--- config.mk ---
export PLATFORM = sky130hd
export DESIGN_NAME = dispersion_delay_window_indexer
export DESIGN_NICKNAME = d
export VERILOG_FILES = /design/src/rtl/ddwi_pkg.sv /design/src/rtl/ddwi_delay_unit.sv /design/src/rtl/dispersion_delay_window_indexer.sv
export SDC_FILE = /design/constraint.sdc
export NUM_CORES = 2
export LEC_CHECK = 0
export BUFFER_PORTS_ARGS = -buffer_cell sky130_fd_sc_hd__buf_2
export CELL_PAD_IN_SITES_DETAIL_PLACEMENT = 1
export CELL_PAD_IN_SITES_GLOBAL_PLACEMENT = 1
export CORE_MARGIN = 2
export CORE_UTILIZATION = 55
export CTS_CLUSTER_SIZE = 40
export DETAILED_ROUTE_END_ITERATION = 8
export GPL_TIMING_DRIVEN = 0
export PLACE_DENSITY_LB_ADDON = 0.25
export SLEW_MARGIN = 0
export SYNTH_ARGS = -nofsm -noshare
export SYNTH_HDL_FRONTEND = slang
export SYNTH_SLANG_ARGS = --single-unit
export TNS_END_PERCENT = 5
--- constraint.sdc ---
create_clock -name clk -period 24.2 [get_ports clk]
set_input_delay 4.84 -clock clk [delete_from_list [all_inputs] [get_ports clk]]
set_output_delay 4.84 -clock clk [all_outputs]
set_load 0.05 [all_outputs]
--- src/rtl/ddwi_pkg.sv ---
// ============================================================================
// ddwi_pkg: shared types and constants of the dedispersion window indexer
// Holds the state encodings, micro-operation codes, register indexes and
// the fixed arithmetic constants used by the delay unit and the top level.
// ============================================================================
package ddwi_pkg;

    // 4150 * 64 * 10^6, dispersion constant with the unit scalings folded in
    localparam logic [37:0] DELAY_K = 38'd265600000000;

    localparam logic [31:0] S32_MAX = 32'h7FFF_FFFF;
    localparam logic [31:0] S32_MIN = 32'h8000_0000;
    localparam logic [44:0] SUM_MAX = {45{1'b1}};
    localparam logic [43:0] TOT_MAX = {44{1'b1}};

    localparam logic [23:0] DM_RESET    = 24'd0;
    localparam logic [23:0] REF_RESET   = 24'd25600;
    localparam logic [23:0] TSTEP_RESET = 24'd1000;

    typedef enum logic [1:0] {
        REG_DM    = 2'd0,
        REG_REF   = 2'd1,
        REG_TSTEP = 2'd2
    } cfg_reg_t;

    typedef enum logic [1:0] {
        S_IDLE,
        S_DLY,
        S_EMIT
    } top_state_t;

    typedef enum logic [2:0] {
        D_IDLE,
        D_LOAD,
        D_MUL,
        D_CHECK,
        D_DIV,
        D_FIN
    } dly_state_t;

    // Products formed in order by the shared digit-serial multiplier
    typedef enum logic [2:0] {
        OP_F2,
        OP_R2,
        OP_T1,
        OP_NUM,
        OP_P,
        OP_DEN
    } dly_op_t;

endpackage

--- src/rtl/ddwi_delay_unit.sv ---
// ============================================================================
// ddwi_delay_unit: channel delay in time bins
// Forms numerator and denominator with one 8-bit-digit serial multiplier,
// then runs a radix-2 restoring divider with 32-bit signed saturation.
// ============================================================================
module ddwi_delay_unit
(
    input  logic               clk,
    input  logic               rst_n,
    input  logic               start,
    input  logic [24:0]        freq,
    input  logic [23:0]        dm,
    input  logic [23:0]        ref_freq,
    input  logic [23:0]        time_step_us,
    output logic               done,
    output logic signed [31:0] result
);

    ddwi_pkg::dly_state_t state_reg, state_next;
    ddwi_pkg::dly_op_t    op_reg, op_next;
    logic [5:0]           cnt_reg, cnt_next;

    logic [24:0]  f_reg, f_next;
    logic [97:0]  a_reg, a_next;
    logic [55:0]  b_reg, b_next;
    logic [121:0] acc_reg, acc_next;
    logic [49:0]  f2_reg, f2_next;
    logic [47:0]  r2_reg, r2_next;
    logic [61:0]  t1_reg, t1_next;
    logic [112:0] num_reg, num_next;
    logic [97:0]  p_reg, p_next;
    logic [121:0] den_reg, den_next;
    logic [153:0] d_reg, d_next;
    logic [32:0]  q_reg, q_next;
    logic         neg_reg, neg_next;
    logic         ovf_reg, ovf_next;
    logic         zero_reg, zero_next;

    logic [105:0] prod;
    logic [121:0] acc_step;
    logic [49:0]  diff;
    logic         r2_lt;
    logic         ovf_cmp;
    logic         ge;

    assign prod     = a_reg * b_reg[55:48];
    assign acc_step = {acc_reg[113:0], 8'd0} + {16'd0, prod};
    assign r2_lt    = {2'd0, r2_reg} < f2_reg;
    assign diff     = r2_lt ? (f2_reg - {2'd0, r2_reg}) : ({2'd0, r2_reg} - f2_reg);
    assign ovf_cmp  = {42'd0, num_reg} >= {den_reg, 33'd0};
    assign ge       = (d_reg[153:113] == '0) && (num_reg >= d_reg[112:0]);

    always_comb
    begin
        state_next = state_reg;
        op_next    = op_reg;
        cnt_next   = cnt_reg;
        f_next     = f_reg;
        a_next     = a_reg;
        b_next     = b_reg;
        acc_next   = acc_reg;
        f2_next    = f2_reg;
        r2_next    = r2_reg;
        t1_next    = t1_reg;
        num_next   = num_reg;
        p_next     = p_reg;
        den_next   = den_reg;
        d_next     = d_reg;
        q_next     = q_reg;
        neg_next   = neg_reg;
        ovf_next   = ovf_reg;
        zero_next  = zero_reg;
        done       = 1'b0;
        result     = '0;

        unique case (state_reg)
            ddwi_pkg::D_IDLE:
            begin
                if (start)
                begin
                    f_next     = freq;
                    op_next    = ddwi_pkg::OP_F2;
                    state_next = ddwi_pkg::D_LOAD;
                end
            end
            ddwi_pkg::D_LOAD:
            begin
                // Align each second operand so its top digit sits in the top byte of b
                acc_next   = '0;
                state_next = ddwi_pkg::D_MUL;
                unique case (op_reg)
                    ddwi_pkg::OP_F2:
                    begin
                        a_next   = {73'd0, f_reg};
                        b_next   = {7'd0, f_reg, 24'd0};
                        cnt_next = 6'd4;
                    end
                    ddwi_pkg::OP_R2:
                    begin
                        a_next   = {74'd0, ref_freq};
                        b_next   = {ref_freq, 32'd0};
                        cnt_next = 6'd3;
                    end
                    ddwi_pkg::OP_T1:
                    begin
                        a_next   = {60'd0, ddwi_pkg::DELAY_K};
                        b_next   = {dm, 32'd0};
                        cnt_next = 6'd3;
                    end
                    ddwi_pkg::OP_NUM:
                    begin
                        neg_next = r2_lt;
                        a_next   = {36'd0, t1_reg};
                        b_next   = {6'd0, diff};
                        cnt_next = 6'd7;
                    end
                    ddwi_pkg::OP_P:
                    begin
                        a_next   = {48'd0, f2_reg};
                        b_next   = {r2_reg, 8'd0};
                        cnt_next = 6'd6;
                    end
                    ddwi_pkg::OP_DEN:
                    begin
                        a_next   = p_reg;
                        b_next   = {time_step_us, 32'd0};
                        cnt_next = 6'd3;
                    end
                    default:
                    begin
                        cnt_next = 6'd1;
                    end
                endcase
            end
            ddwi_pkg::D_MUL:
            begin
                acc_next = acc_step;
                b_next   = {b_reg[47:0], 8'd0};
                cnt_next = cnt_reg - 6'd1;
                if (cnt_reg == 6'd1)
                begin
                    state_next = ddwi_pkg::D_LOAD;
                    unique case (op_reg)
                        ddwi_pkg::OP_F2:
                        begin
                            f2_next = acc_step[49:0];
                            op_next = ddwi_pkg::OP_R2;
                        end
                        ddwi_pkg::OP_R2:
                        begin
                            r2_next = acc_step[47:0];
                            op_next = ddwi_pkg::OP_T1;
                        end
                        ddwi_pkg::OP_T1:
                        begin
                            t1_next = acc_step[61:0];
                            op_next = ddwi_pkg::OP_NUM;
                        end
                        ddwi_pkg::OP_NUM:
                        begin
                            num_next = acc_step[112:0];
                            op_next  = ddwi_pkg::OP_P;
                        end
                        ddwi_pkg::OP_P:
                        begin
                            p_next  = acc_step[97:0];
                            op_next = ddwi_pkg::OP_DEN;
                        end
                        default:
                        begin
                            den_next   = acc_step;
                            state_next = ddwi_pkg::D_CHECK;
                        end
                    endcase
                end
            end
            ddwi_pkg::D_CHECK:
            begin
                zero_next = 1'b0;
                ovf_next  = 1'b0;
                if (num_reg == '0)
                begin
                    zero_next  = 1'b1;
                    state_next = ddwi_pkg::D_FIN;
                end
                else if (ovf_cmp)
                begin
                    // Covers a zero denominator as well
                    ovf_next   = 1'b1;
                    state_next = ddwi_pkg::D_FIN;
                end
                else
                begin
                    d_next     = {den_reg, 32'd0};
                    q_next     = '0;
                    cnt_next   = 6'd33;
                    state_next = ddwi_pkg::D_DIV;
                end
            end
            ddwi_pkg::D_DIV:
            begin
                if (ge)
                begin
                    num_next = num_reg - d_reg[112:0];
                end
                q_next   = {q_reg[31:0], ge};
                d_next   = {1'b0, d_reg[153:1]};
                cnt_next = cnt_reg - 6'd1;
                if (cnt_reg == 6'd1)
                begin
                    state_next = ddwi_pkg::D_FIN;
                end
            end
            ddwi_pkg::D_FIN:
            begin
                done       = 1'b1;
                state_next = ddwi_pkg::D_IDLE;
                if (zero_reg)
                begin
                    result = '0;
                end
                else if (ovf_reg)
                begin
                    result = neg_reg ? ddwi_pkg::S32_MIN : ddwi_pkg::S32_MAX;
                end
                else if (neg_reg)
                begin
                    result = (q_reg > 33'h0_8000_0000) ? ddwi_pkg::S32_MIN
                                                       : (~q_reg[31:0] + 32'd1);
                end
                else
                begin
                    result = (q_reg > 33'h0_7FFF_FFFF) ? ddwi_pkg::S32_MAX : q_reg[31:0];
                end
            end
            default:
            begin
                state_next = ddwi_pkg::D_IDLE;
            end
        endcase
    end

    always_ff @(posedge clk or negedge rst_n)
    begin
        if (!rst_n)
        begin
            state_reg <= ddwi_pkg::D_IDLE;
            op_reg    <= ddwi_pkg::OP_F2;
            cnt_reg   <= '0;
        end
        else
        begin
            state_reg <= state_next;
            op_reg    <= op_next;
            cnt_reg   <= cnt_next;
        end
    end

    always_ff @(posedge clk)
    begin
        f_reg    <= f_next;
        a_reg    <= a_next;
        b_reg    <= b_next;
        acc_reg  <= acc_next;
        f2_reg   <= f2_next;
        r2_reg   <= r2_next;
        t1_reg   <= t1_next;
        num_reg  <= num_next;
        p_reg    <= p_next;
        den_reg  <= den_next;
        d_reg    <= d_next;
        q_reg    <= q_next;
        neg_reg  <= neg_next;
        ovf_reg  <= ovf_next;
        zero_reg <= zero_next;
    end

endmodule

--- src/rtl/dispersion_delay_window_indexer.sv ---
// ============================================================================
// dispersion_delay_window_indexer: dedispersion time-bin window per channel
// Takes channel frequencies of a sweep and returns each channel's select
// window (start, end) and the running total of window widths.
// ============================================================================
// Steps: the delay unit runs 6 operand loads, 26 multiplier digits, 1 range check,
//   33 divider steps and 1 finish; the window step then registers the item. A zero
//   numerator or an out-of-range quotient skips the divider.
// Flow: a new channel is taken only after the previous item is loaded for output;
//   channel 0 of a longer sweep gives no item and frees the input once its delay is
//   known. Channel 1 runs the delay unit twice (imaginary channel, then its own) for
//   its two items. A stalled output holds the window step, and in_stall stays high
//   until it moves.
// Reset: asynchronous, active low; clears the sweep state and loads the
//   register defaults (dm 0, ref_freq 25600, time_step_us 1000).
module dispersion_delay_window_indexer
#(
    parameter int MAX_CHANNELS = 4096
)
(
    input  logic               clk,
    input  logic               rst_n,
    input  logic               cfg_wr_en,
    input  logic [1:0]         cfg_index,
    input  logic [23:0]        cfg_data,
    input  logic               in_valid,
    output logic               in_stall,
    input  logic [23:0]        channel_freq,
    input  logic               last_channel,
    output logic               out_valid,
    input  logic               out_stall,
    output logic [11:0]        channel_number,
    output logic signed [31:0] start_index,
    output logic signed [31:0] end_index,
    output logic [43:0]        window_total,
    output logic               last
);

    localparam int CW = $clog2(MAX_CHANNELS + 1);
    localparam logic [CW-1:0] MAX_CNT = CW'(MAX_CHANNELS);

    // Configuration registers
    logic [23:0] dm_reg, ref_reg, tstep_reg;

    ddwi_pkg::top_state_t state_reg, state_next;
    logic [CW-1:0] count_reg, count_next;
    logic [44:0]   width_sum_reg, width_sum_next;
    logic          imag_reg, imag_next;
    logic          restart_reg, restart_next;
    logic          out_valid_reg, out_valid_next;

    logic [23:0]        first_freq_reg, first_freq_next;
    logic signed [31:0] first_start_reg, first_start_next;
    logic signed [31:0] prev_start_reg, prev_start_next;
    logic [23:0]        freq_reg, freq_next;
    logic               lastc_reg, lastc_next;
    logic [11:0]        em_chan_reg, em_chan_next;
    logic signed [31:0] em_start_reg, em_start_next;
    logic signed [31:0] em_before_reg, em_before_next;
    logic               em_last_reg, em_last_next;
    logic [11:0]        o_chan_reg, o_chan_next;
    logic signed [31:0] o_start_reg, o_start_next;
    logic signed [31:0] o_end_reg, o_end_next;
    logic [43:0]        o_total_reg, o_total_next;
    logic               o_last_reg, o_last_next;

    logic               in_acc;
    logic               out_load;
    logic               dly_start;
    logic [24:0]        dly_freq;
    logic               dly_done;
    logic signed [31:0] dly_result;

    logic [25:0]        imag_c0;
    logic [24:0]        imag_mag;
    logic signed [32:0] before_m1;
    logic               gap;
    logic signed [31:0] win_end;
    logic [32:0]        win_width;
    logic [45:0]        sum_raw;
    logic [44:0]        sum_sat;
    logic [CW-1:0]      chan_sat;

    ddwi_delay_unit u_delay
    (
        .clk          (clk),
        .rst_n        (rst_n),
        .start        (dly_start),
        .freq         (dly_freq),
        .dm           (dm_reg),
        .ref_freq     (ref_reg),
        .time_step_us (tstep_reg),
        .done         (dly_done),
        .result       (dly_result)
    );

    assign in_stall  = (state_reg != ddwi_pkg::S_IDLE);
    assign in_acc    = in_valid && !in_stall;
    assign out_load  = (state_reg == ddwi_pkg::S_EMIT) && (!out_valid_reg || !out_stall);

    // Imaginary channel 2*f0 - f1; only its magnitude matters
    assign imag_c0  = {1'b0, first_freq_reg, 1'b0} - {2'b0, channel_freq};
    assign imag_mag = imag_c0[25] ? 25'(~imag_c0 + 26'd1) : imag_c0[24:0];

    // Window: end is before-1 when that lies past start, else start itself
    assign before_m1 = {em_before_reg[31], em_before_reg} - 33'sd1;
    assign gap       = before_m1 > $signed({em_start_reg[31], em_start_reg});
    assign win_end   = gap ? before_m1[31:0] : em_start_reg;
    assign win_width = {win_end[31], win_end} - {em_start_reg[31], em_start_reg} + 33'd1;
    assign sum_raw   = {1'b0, width_sum_reg} + {13'd0, win_width};
    assign sum_sat   = (sum_raw > {1'b0, ddwi_pkg::SUM_MAX}) ? ddwi_pkg::SUM_MAX
                                                            : sum_raw[44:0];

    // Channel number holds at the top once the sweep runs long
    assign chan_sat = (count_reg < MAX_CNT) ? count_reg : (MAX_CNT - CW'(1));

    always_comb
    begin
        state_next       = state_reg;
        count_next       = count_reg;
        width_sum_next   = width_sum_reg;
        imag_next        = imag_reg;
        restart_next     = restart_reg;
        out_valid_next   = out_valid_reg;
        first_freq_next  = first_freq_reg;
        first_start_next = first_start_reg;
        prev_start_next  = prev_start_reg;
        freq_next        = freq_reg;
        lastc_next       = lastc_reg;
        em_chan_next     = em_chan_reg;
        em_start_next    = em_start_reg;
        em_before_next   = em_before_reg;
        em_last_next     = em_last_reg;
        o_chan_next      = o_chan_reg;
        o_start_next     = o_start_reg;
        o_end_next       = o_end_reg;
        o_total_next     = o_total_reg;
        o_last_next      = o_last_reg;
        dly_start        = 1'b0;
        dly_freq         = {1'b0, channel_freq};

        // Drop the output item once taken
        if (out_valid_reg && !out_stall)
        begin
            out_valid_next = 1'b0;
        end

        unique case (state_reg)
            ddwi_pkg::S_IDLE:
            begin
                if (in_acc)
                begin
                    freq_next  = channel_freq;
                    lastc_next = last_channel;
                    dly_start  = 1'b1;
                    // Channel 1 first resolves channel 0's imaginary neighbor
                    if (count_reg == CW'(1))
                    begin
                        imag_next = 1'b1;
                        dly_freq  = imag_mag;
                    end
                    else
                    begin
                        imag_next = 1'b0;
                    end
                    state_next = ddwi_pkg::S_DLY;
                end
            end
            ddwi_pkg::S_DLY:
            begin
                if (dly_done)
                begin
                    state_next = ddwi_pkg::S_EMIT;
                    if (imag_reg)
                    begin
                        // Release the held channel 0 item
                        em_chan_next   = 12'd0;
                        em_start_next  = first_start_reg;
                        em_before_next = dly_result;
                        em_last_next   = 1'b0;
                        imag_next      = 1'b0;
                        restart_next   = 1'b1;
                    end
                    else if (count_reg == '0)
                    begin
                        first_freq_next  = freq_reg;
                        first_start_next = dly_result;
                        prev_start_next  = dly_result;
                        count_next       = CW'(1);
                        em_chan_next     = 12'd0;
                        em_start_next    = dly_result;
                        em_before_next   = dly_result;
                        em_last_next     = 1'b1;
                        // Hold channel 0 unless the sweep ends here
                        if (!lastc_reg)
                        begin
                            state_next = ddwi_pkg::S_IDLE;
                        end
                    end
                    else if (count_reg == CW'(1))
                    begin
                        em_chan_next    = 12'd1;
                        em_start_next   = dly_result;
                        em_before_next  = first_start_reg;
                        em_last_next    = lastc_reg;
                        prev_start_next = dly_result;
                        count_next      = CW'(2);
                    end
                    else
                    begin
                        em_chan_next    = 12'(chan_sat);
                        em_start_next   = dly_result;
                        em_before_next  = prev_start_reg;
                        em_last_next    = lastc_reg;
                        prev_start_next = dly_result;
                        if (count_reg < MAX_CNT)
                        begin
                            count_next = count_reg + CW'(1);
                        end
                    end
                end
            end
            ddwi_pkg::S_EMIT:
            begin
                if (out_load)
                begin
                    out_valid_next = 1'b1;
                    o_chan_next    = em_chan_reg;
                    o_start_next   = em_start_reg;
                    o_end_next     = win_end;
                    o_total_next   = (sum_sat > {1'b0, ddwi_pkg::TOT_MAX}) ? ddwi_pkg::TOT_MAX
                                                                         : sum_sat[43:0];
                    o_last_next    = em_last_reg;
                    width_sum_next = sum_sat;
                    if (restart_reg)
                    begin
                        // Advance to channel 1's own delay
                        restart_next = 1'b0;
                        dly_start    = 1'b1;
                        dly_freq     = {1'b0, freq_reg};
                        state_next   = ddwi_pkg::S_DLY;
                    end
                    else
                    begin
                        if (em_last_reg)
                        begin
                            count_next     = '0;
                            width_sum_next = '0;
                        end
                        state_next = ddwi_pkg::S_IDLE;
                    end
                end
            end
            default:
            begin
                state_next = ddwi_pkg::S_IDLE;
            end
        endcase
    end

    always_ff @(posedge clk or negedge rst_n)
    begin
        if (!rst_n)
        begin
            state_reg       <= ddwi_pkg::S_IDLE;
            count_reg       <= '0;
            width_sum_reg   <= '0;
            imag_reg        <= 1'b0;
            restart_reg     <= 1'b0;
            out_valid_reg   <= 1'b0;
            first_freq_reg  <= '0;
            first_start_reg <= '0;
            prev_start_reg  <= '0;
            dm_reg          <= ddwi_pkg::DM_RESET;
            ref_reg         <= ddwi_pkg::REF_RESET;
            tstep_reg       <= ddwi_pkg::TSTEP_RESET;
        end
        else
        begin
            state_reg       <= state_next;
            count_reg       <= count_next;
            width_sum_reg   <= width_sum_next;
            imag_reg        <= imag_next;
            restart_reg     <= restart_next;
            out_valid_reg   <= out_valid_next;
            first_freq_reg  <= first_freq_next;
            first_start_reg <= first_start_next;
            prev_start_reg  <= prev_start_next;
            if (cfg_wr_en)
            begin
                unique case (cfg_index)
                    ddwi_pkg::REG_DM:    dm_reg    <= cfg_data;
                    ddwi_pkg::REG_REF:   ref_reg   <= cfg_data;
                    ddwi_pkg::REG_TSTEP: tstep_reg <= cfg_data;
                    default:
                    begin
                        dm_reg <= dm_reg;
                    end
                endcase
            end
        end
    end

    // Payload registers
    always_ff @(posedge clk)
    begin
        freq_reg      <= freq_next;
        lastc_reg     <= lastc_next;
        em_chan_reg   <= em_chan_next;
        em_start_reg  <= em_start_next;
        em_before_reg <= em_before_next;
        em_last_reg   <= em_last_next;
        o_chan_reg    <= o_chan_next;
        o_start_reg   <= o_start_next;
        o_end_reg     <= o_end_next;
        o_total_reg   <= o_total_next;
        o_last_reg    <= o_last_next;
    end

    assign out_valid      = out_valid_reg;
    assign channel_number = o_chan_reg;
    assign start_index    = o_start_reg;
    assign end_index      = o_end_reg;
    assign window_total   = o_total_reg;
    assign last           = o_last_reg;

    // The delay unit only finishes while a channel waits on it
    a_done_in_dly: assert property (@(posedge clk) disable iff (!rst_n)
        dly_done |-> state_reg == ddwi_pkg::S_DLY)
        else $error("delay unit finished outside the delay wait");

    // A window is never empty, so the total is nonzero after a mid-sweep item
    a_sum_grows: assert property (@(posedge clk) disable iff (!rst_n)
        (out_load && !restart_reg && !em_last_reg) |=> width_sum_reg != '0)
        else $error("width total is zero after an item");

    a_count_range: assert property (@(posedge clk) disable iff (!rst_n)
        count_reg <= MAX_CNT)
        else $error("channel count beyond its limit");

    a_end_after_start: assert property (@(posedge clk) disable iff (!rst_n)
        out_valid_reg |-> o_end_reg >= o_start_reg)
        else $error("window end before its start");

endmodule

# Yosys cells after proc, flatten, opt, wreduce, memory -nomap -nowiden
# Index checks and enable logic that the tools add are counted.
dict set report op_classes {
  n_addsub 13
  mul 1
  n_lt_le_gt_ge 9
  n_eq_ne 33
  mux 89
  bitwise 4
  n_reduce_logical 55
}
# op n
set ops {}
lappend ops {{one-hot mux 98 bit (6 select lines)} 1}
lappend ops {{2-to-1 mux 32 bit} 12}
lappend ops {{2-to-1 mux 113 bit} 3}
lappend ops {{one-hot mux 56 bit (6 select lines)} 1}
lappend ops {{2-to-1 mux 154 bit} 2}
lappend ops {{one-hot mux 154 bit (2 select lines)} 1}
lappend ops {{one-hot mux 114 bit (2 select lines)} 1}
lappend ops {{one-hot mux 113 bit (2 select lines)} 1}
lappend ops {{>= comparator 113 x 155 -> 1 bit} 1}
lappend ops {{2-to-1 mux 45 bit} 3}
lappend ops {{adder 122 x 106 -> 122 bit} 1}
lappend ops {{>= comparator 113 bit} 1}
lappend ops {{logical NOT 113 bit} 1}
lappend ops {{subtractor 113 bit} 1}
lappend ops {{one-hot mux 56 bit (2 select lines)} 1}
lappend ops {{multiplier 98 x 8 -> 106 bit} 1}
lappend ops {{2-to-1 mux 13 bit} 8}
lappend ops {{2-to-1 mux 25 bit} 3}
lappend ops {{2-to-1 mux 33 bit} 2}
lappend ops {{one-hot mux 33 bit (2 select lines)} 1}
lappend ops {{less-than comparator 48 x 50 -> 1 bit} 1}
lappend ops {{2-to-1 mux 50 bit} 1}
lappend ops {{one-hot mux 25 bit (2 select lines)} 1}
lappend ops {{subtractor 48 x 50 -> 50 bit} 1}
lappend ops {{61 further kinds} 154}
dict set report word_totals {
  regBits 1434
  in_bits 56
}

# Longest topological paths before layout
dict set report depth {
  ltp_word 10
  mapped_depth 51
  mapped_depth_nobuf 48
}

# By module
# A second synthesis with hierarchy kept.
dict set report hier_totals {
  cells_unflattened 10781
  area_unflattened_um2 106981.4
}
# mod instances cells_each area_each_um2
set by_module_without_submodules {}
lappend by_module_without_submodules {ddwi_delay_unit 1 8532 82081.2}
lappend by_module_without_submodules {dispersion_delay_window_indexer 1 2249 24900.1}

# Worst setup path after synthesis
# No wires, ideal clock.
dict set report synth_path {
  path_type {register -> register}
  start {register em_before_reg[3]}
  end {register o_total_reg[24], in the netlist window_total[24] (data pin)}
  setup_ns 0.264
  arrival_ns 9.983
  required_time_ns 23.936
  setup_slack_ns 13.953
  path_stages_with_launch 44
  period_less_slack_ns 10.247
  cell_sequence {edfxtp_1 nor4_2 nand2_1 or3_1 or4_1 or2_2 nor4_2 nand2_1 xnor2_1 ha_1 and4_1 nand3_1 nor4_1 nand3_1 o21ai_1 clkbuf_1 mux2_2 ha_1 [8 not listed] o21a_1 o21a_1 a21bo_2 a21oi_1 xnor2_1 ha_1 a21o_1 a21o_1 a2111oi_0 o211ai_1 o211ai_1 a21boi_0 o21ai_1 o22a_1 nand2_1 mux2i_2 buf_2 nand3_1}
}
dict set report synth_between {
  elab_chain_cells 9
}
# item line
set synth_rtl {}
lappend synth_rtl {{from (decl)} dispersion_delay_window_indexer.sv:59} ;# logic signed [31:0] em_before_reg, em_before_next;
lappend synth_rtl {{from (signal assigned)} dispersion_delay_window_indexer.sv:311} ;# em_before_reg <= em_before_next;
lappend synth_rtl {{subtractor 32 x 2 -> 33 bit *} dispersion_delay_window_indexer.sv:106} ;# assign before_m1 = {em_before_reg[31], em_before_reg} - 33'sd1;
lappend synth_rtl {{> comparator 33 x 32 -> 1 bit *} dispersion_delay_window_indexer.sv:107} ;# assign gap = before_m1 > $signed({em_start_reg[31], em_start_reg});
lappend synth_rtl {{2-to-1 mux 32 bit *} dispersion_delay_window_indexer.sv:108} ;# assign win_end = gap ? before_m1[31:0] : em_start_reg;
lappend synth_rtl {{net win_end[2]} dispersion_delay_window_indexer.sv:78} ;# logic signed [31:0] win_end;
lappend synth_rtl {{subtractor 32 x 32 -> 33 bit *} dispersion_delay_window_indexer.sv:109} ;# assign win_width = {win_end[31], win_end} - {em_start_reg[31], em_start_reg} + 33'd1;
lappend synth_rtl {{adder 33 x 1 -> 33 bit *} dispersion_delay_window_indexer.sv:109}
lappend synth_rtl {{adder 45 x 33 -> 46 bit *} dispersion_delay_window_indexer.sv:110} ;# assign sum_raw = {1'b0, width_sum_reg} + {13'd0, win_width};
lappend synth_rtl {{> comparator 46 x 45 -> 1 bit} dispersion_delay_window_indexer.sv:111} ;# assign sum_sat = (sum_raw > {1'b0, ddwi_pkg::SUM_MAX}) ? ddwi_pkg::SUM_MAX
lappend synth_rtl {{2-to-1 mux 45 bit *} dispersion_delay_window_indexer.sv:111}
lappend synth_rtl {{> comparator 45 x 44 -> 1 bit} dispersion_delay_window_indexer.sv:231} ;# o_total_next = (sum_sat > {1'b0, ddwi_pkg::TOT_MAX}) ? ddwi_pkg::TOT_MAX
lappend synth_rtl {{to (signal assigned)} dispersion_delay_window_indexer.sv:316} ;# o_total_reg <= o_total_next;
lappend synth_rtl {{to (decl)} dispersion_delay_window_indexer.sv:64} ;# logic [43:0] o_total_reg, o_total_next;
# The timed path passes the listed nets; every way through them passes the cells marked *.
# A chain may end at the register's enable or synchronous reset.

# Worst setup path after layout
dict set report layout_path {
  start {register em_before_reg[8]}
  end {register o_total_reg[24], in the netlist window_total[24] (data pin)}
}
dict set report layout_between {
  elab_chain_cells 9
}
# item line
set layout_rtl {}
lappend layout_rtl {{subtractor 32 x 2 -> 33 bit *} dispersion_delay_window_indexer.sv:106}
lappend layout_rtl {{> comparator 33 x 32 -> 1 bit} dispersion_delay_window_indexer.sv:107}
lappend layout_rtl {{2-to-1 mux 32 bit *} dispersion_delay_window_indexer.sv:108}
lappend layout_rtl {{subtractor 32 x 32 -> 33 bit *} dispersion_delay_window_indexer.sv:109}
lappend layout_rtl {{adder 33 x 1 -> 33 bit *} dispersion_delay_window_indexer.sv:109}
lappend layout_rtl {{adder 45 x 33 -> 46 bit *} dispersion_delay_window_indexer.sv:110}
lappend layout_rtl {{> comparator 46 x 45 -> 1 bit} dispersion_delay_window_indexer.sv:111}
lappend layout_rtl {{2-to-1 mux 45 bit *} dispersion_delay_window_indexer.sv:111}
lappend layout_rtl {{> comparator 45 x 44 -> 1 bit} dispersion_delay_window_indexer.sv:231}
# Mark *: on every way between the ends. The rest lies on a longest branch, timed or not.

==> impl_metrics.yaml <==
sta:
  setup_viol: 0
  maxSlewViolCount: 46
  setup_slack_ps: 10970
  period_share_pct: 54.69
  setup_tns_ps: 0
  worst_slew_pin_slew_ps: 1694
  grt_setup_unrepaired: "false"
  timing.slew.headroom_pct: -12.94
  layout_min_cycle_time_ps: 13230
  final_hold_viol_count: 0
  max_freq_ghz: 0.07556
  skew_ps: 39.27
route:
  drt-vias-per-instance: 6.460
  wire_per_inst_um: 30.12
  final_antenna_net_count: 0
  drc: 0
  firstDrtPassIters: 7
  drtIter0Drc: 8298
  wl_mm: 410.9
  vias: 88142
cts:
  path_clk_slew_ps: 60
  cts_tree: "done"
  cts_buffers: 164
  htree_levels: 4
  cts_resized: 0
  clock-sinks: 1434
  clock_latency_ps: 880
  clock-root-buffer: "clkbuf_16"
  cts_setup_buffers: 0
  clockBufferDepth: 3
  holdBufCountCts: 0
critical_path:
  end_kind: "flip-flop"
  crit_type: "reg2reg"
  slowest_stage: "a2111oi_0"
  max_stage_delay_ps: 750
  path_max_fanout: 10
  crit_path_start_kind: "flip-flop"
  arrival_ps: 13800
  cp_data_required_time_ps: 24760
grt:
  grt_pass1_wl_mm: 606.9
  grt_pass1_vias: 94112
  antenna_found_initial: 37
  gr-total-overflow: 0
  grt_max_degree: 108
  grtUsageTotal_pct: 42.19
synthesis:
  ys_async_sr_fraction_pct: 16.39
  synth_fp_nets: 11917
  synth-main-ff-cell: "edfxtp_1"
  synth_top_area_share_pct: 34.34
  synth_edf_count: 1199
  yosysUniqueCellTypes: 117
  syn_inst: 10590
  ys_top_cells_by_area: "edfxtp_1, fa_1, ha_1"
  ys_warn_count: 0
  ys_seq_area_share_pct: 39.96
  synth_seq_cells: 1434
  syn_area_per_cell_sq_um: 9.901
  synth_largest_area_cell: "edfxtp_1"
  synth_area_sq_um: 104900
layout:
  largest_register_ff_count: 154
  syn_to_final_growth_pct: 10.09
  drive_gt1_share_pct: 7.118
  num-nets-final: 12299
  layout_commonest_cell: "nand2_1"
  mostFrequentLayoutCells: "nand2_1, edfxtp_1, inv_1, o21ai_0, fa_1"
  design_area_sq_um: 115400
  final_core_util_pct: 60.82
outcome:
  run_status: "finished, violations left"
  failed_checks: "capacitance limit, slew limit"
min_path:
  hp-class: "reg2reg"
flow_run:
  maxCapViolCount: 8
floorplanning:
  ioPinCount: 179
  core_sq_um: 189800
  dieWidth_um: 440.6
  num_rows: 160
  initial_utilization_pct: 55.25
  fp.dieArea_sq_um: 194200
  die_y_um: 440.6
placement:
  hpwl_mm: 318.0
  dp_slack_ps: 11210
  io_buffers: 178
  gp_congestion: 1.015
  dpl_cell_area_sq_um: 109700
pwr:
  p_leak_uw: 0.04956
  power_density_nw_per_um2: 64.28
  vdd_ir_drop_max_v: 0.00006479
[synth_stat cells (all sizes together), types with 16 or more instances]
master      n
o211ai     36
o21ai     739
fa        679
a22o       19
a221o      18
nand4     124
nand2b     47
o221ai     16
xor2      145
dfrtp     226
a2111oi    21
o31ai      59
mux2i      54
nand3     142
edfxtp   1199
a31oi      68
buf        66
a22oi      85
nor2      561
and3      130
a21o      244
xnor2     255
ha        592
mux2      119
nor4       85
nand2    1579
a222oi     28
clkbuf    403
nor3      109
o21bai    107
or2        24
a221oi     46
inv      1093
o21a       73
or3        40
o22ai      21
and2      415
nor2b      52
a21boi     23
a211oi     45
a21oi     624
[logic make-up after synthesis]
family / Yosys count / synth area share [%]
and+or+nand+nor: 3358 / 14.81
AOI/OAI and AO/OA: 2390 / 14.38
muxes: 173 / 1.801
DFF: 1434 / 39.96
xor gates and xnor gates: 400 / 3.348
adders and majority gates: 1271 / 20.03
buffers and inverters: 1564 / 5.680
[routing by layer]
layer  track usage (%)  wire [um]  vias to the layer above  part of all wire [%]
met5                 0        124                        -                 0.030
met4             27.56      31090                       18                   7.6
met3             9.198      36200                     1335                   8.8
met2             67.61     190500                     4524                    46
met1             51.53     153000                    44764                    37
li1                  -          -                    37501                     -
[worst paths after layout]
kind | endpoint | cells after the start | from | slack [ps]
setup / recovery | window_total[24] | 44 | em_before_reg[8] | 10970
hold / removal | channel_number[9] | 0 | em_chan_reg[9] | 420
setup reg to reg | window_total[24] | 44 | em_before_reg[8] | 10970
hold reg to reg | channel_number[9] | 0 | em_chan_reg[9] | 420
max in group asynchronous | ref_reg[13] | 3 | rst_n | 18710
min in group asynchronous | first_start_reg[29] | 1 | rst_n | 3950
[worst max-delay path: cells and delay by family, from the launching register on]
| family | cells | cell delay [ps] |
|---|---|---|
| flops | 1 | 450 |
| buf+inv | 3 | 1090 |
| mux | 2 | 580 |
| compound gates | 18 | 4750 |
| xor+xnor | 2 | 300 |
| simple gates | 14 | 4050 |
| fa+ha+maj | 5 | 1710 |
[final cells by class]
cell class | instances | area [sq um]
fill | 20891 | 74350
tap | 2511 | 3142
sequential | 1434 | 41900
antenna | 21 | 52.55
multi-input combinational | 7592 | 57150
buffer | 469 | 1859
clock buffer | 211 | 4539
timing repair buffer | 216 | 1624
inverter | 1095 | 4115
clock inverter | 95 | 1057
[power by group]
part / internal, uW / switching [uW] / leakage (uW)
clock: 1480 / 1160 / 0.00271
sequential: 2930 / 109 / 0.0140
combinational: 580 / 1160 / 0.0329
[through the flow]
| stage | total power (uW) | hold WS [ps] | std cells |
|---|---|---|---|
| 3_5_place_dp | 4758 | 405.6 | 13315 |
| 6_report | 7420 | 420.7 | 13644 |
| 5_1_grt | 7675 | 426.8 | 13624 |
| 2_1_floorplan | 4232 | 400.3 | 10590 |
| 4_1_cts | 7380 | 419.2 | 13621 |
| 3_3_place_gp | 4692 | 407.3 | 13279 |
Note: power is estimated with default switching activity, not from simulation.
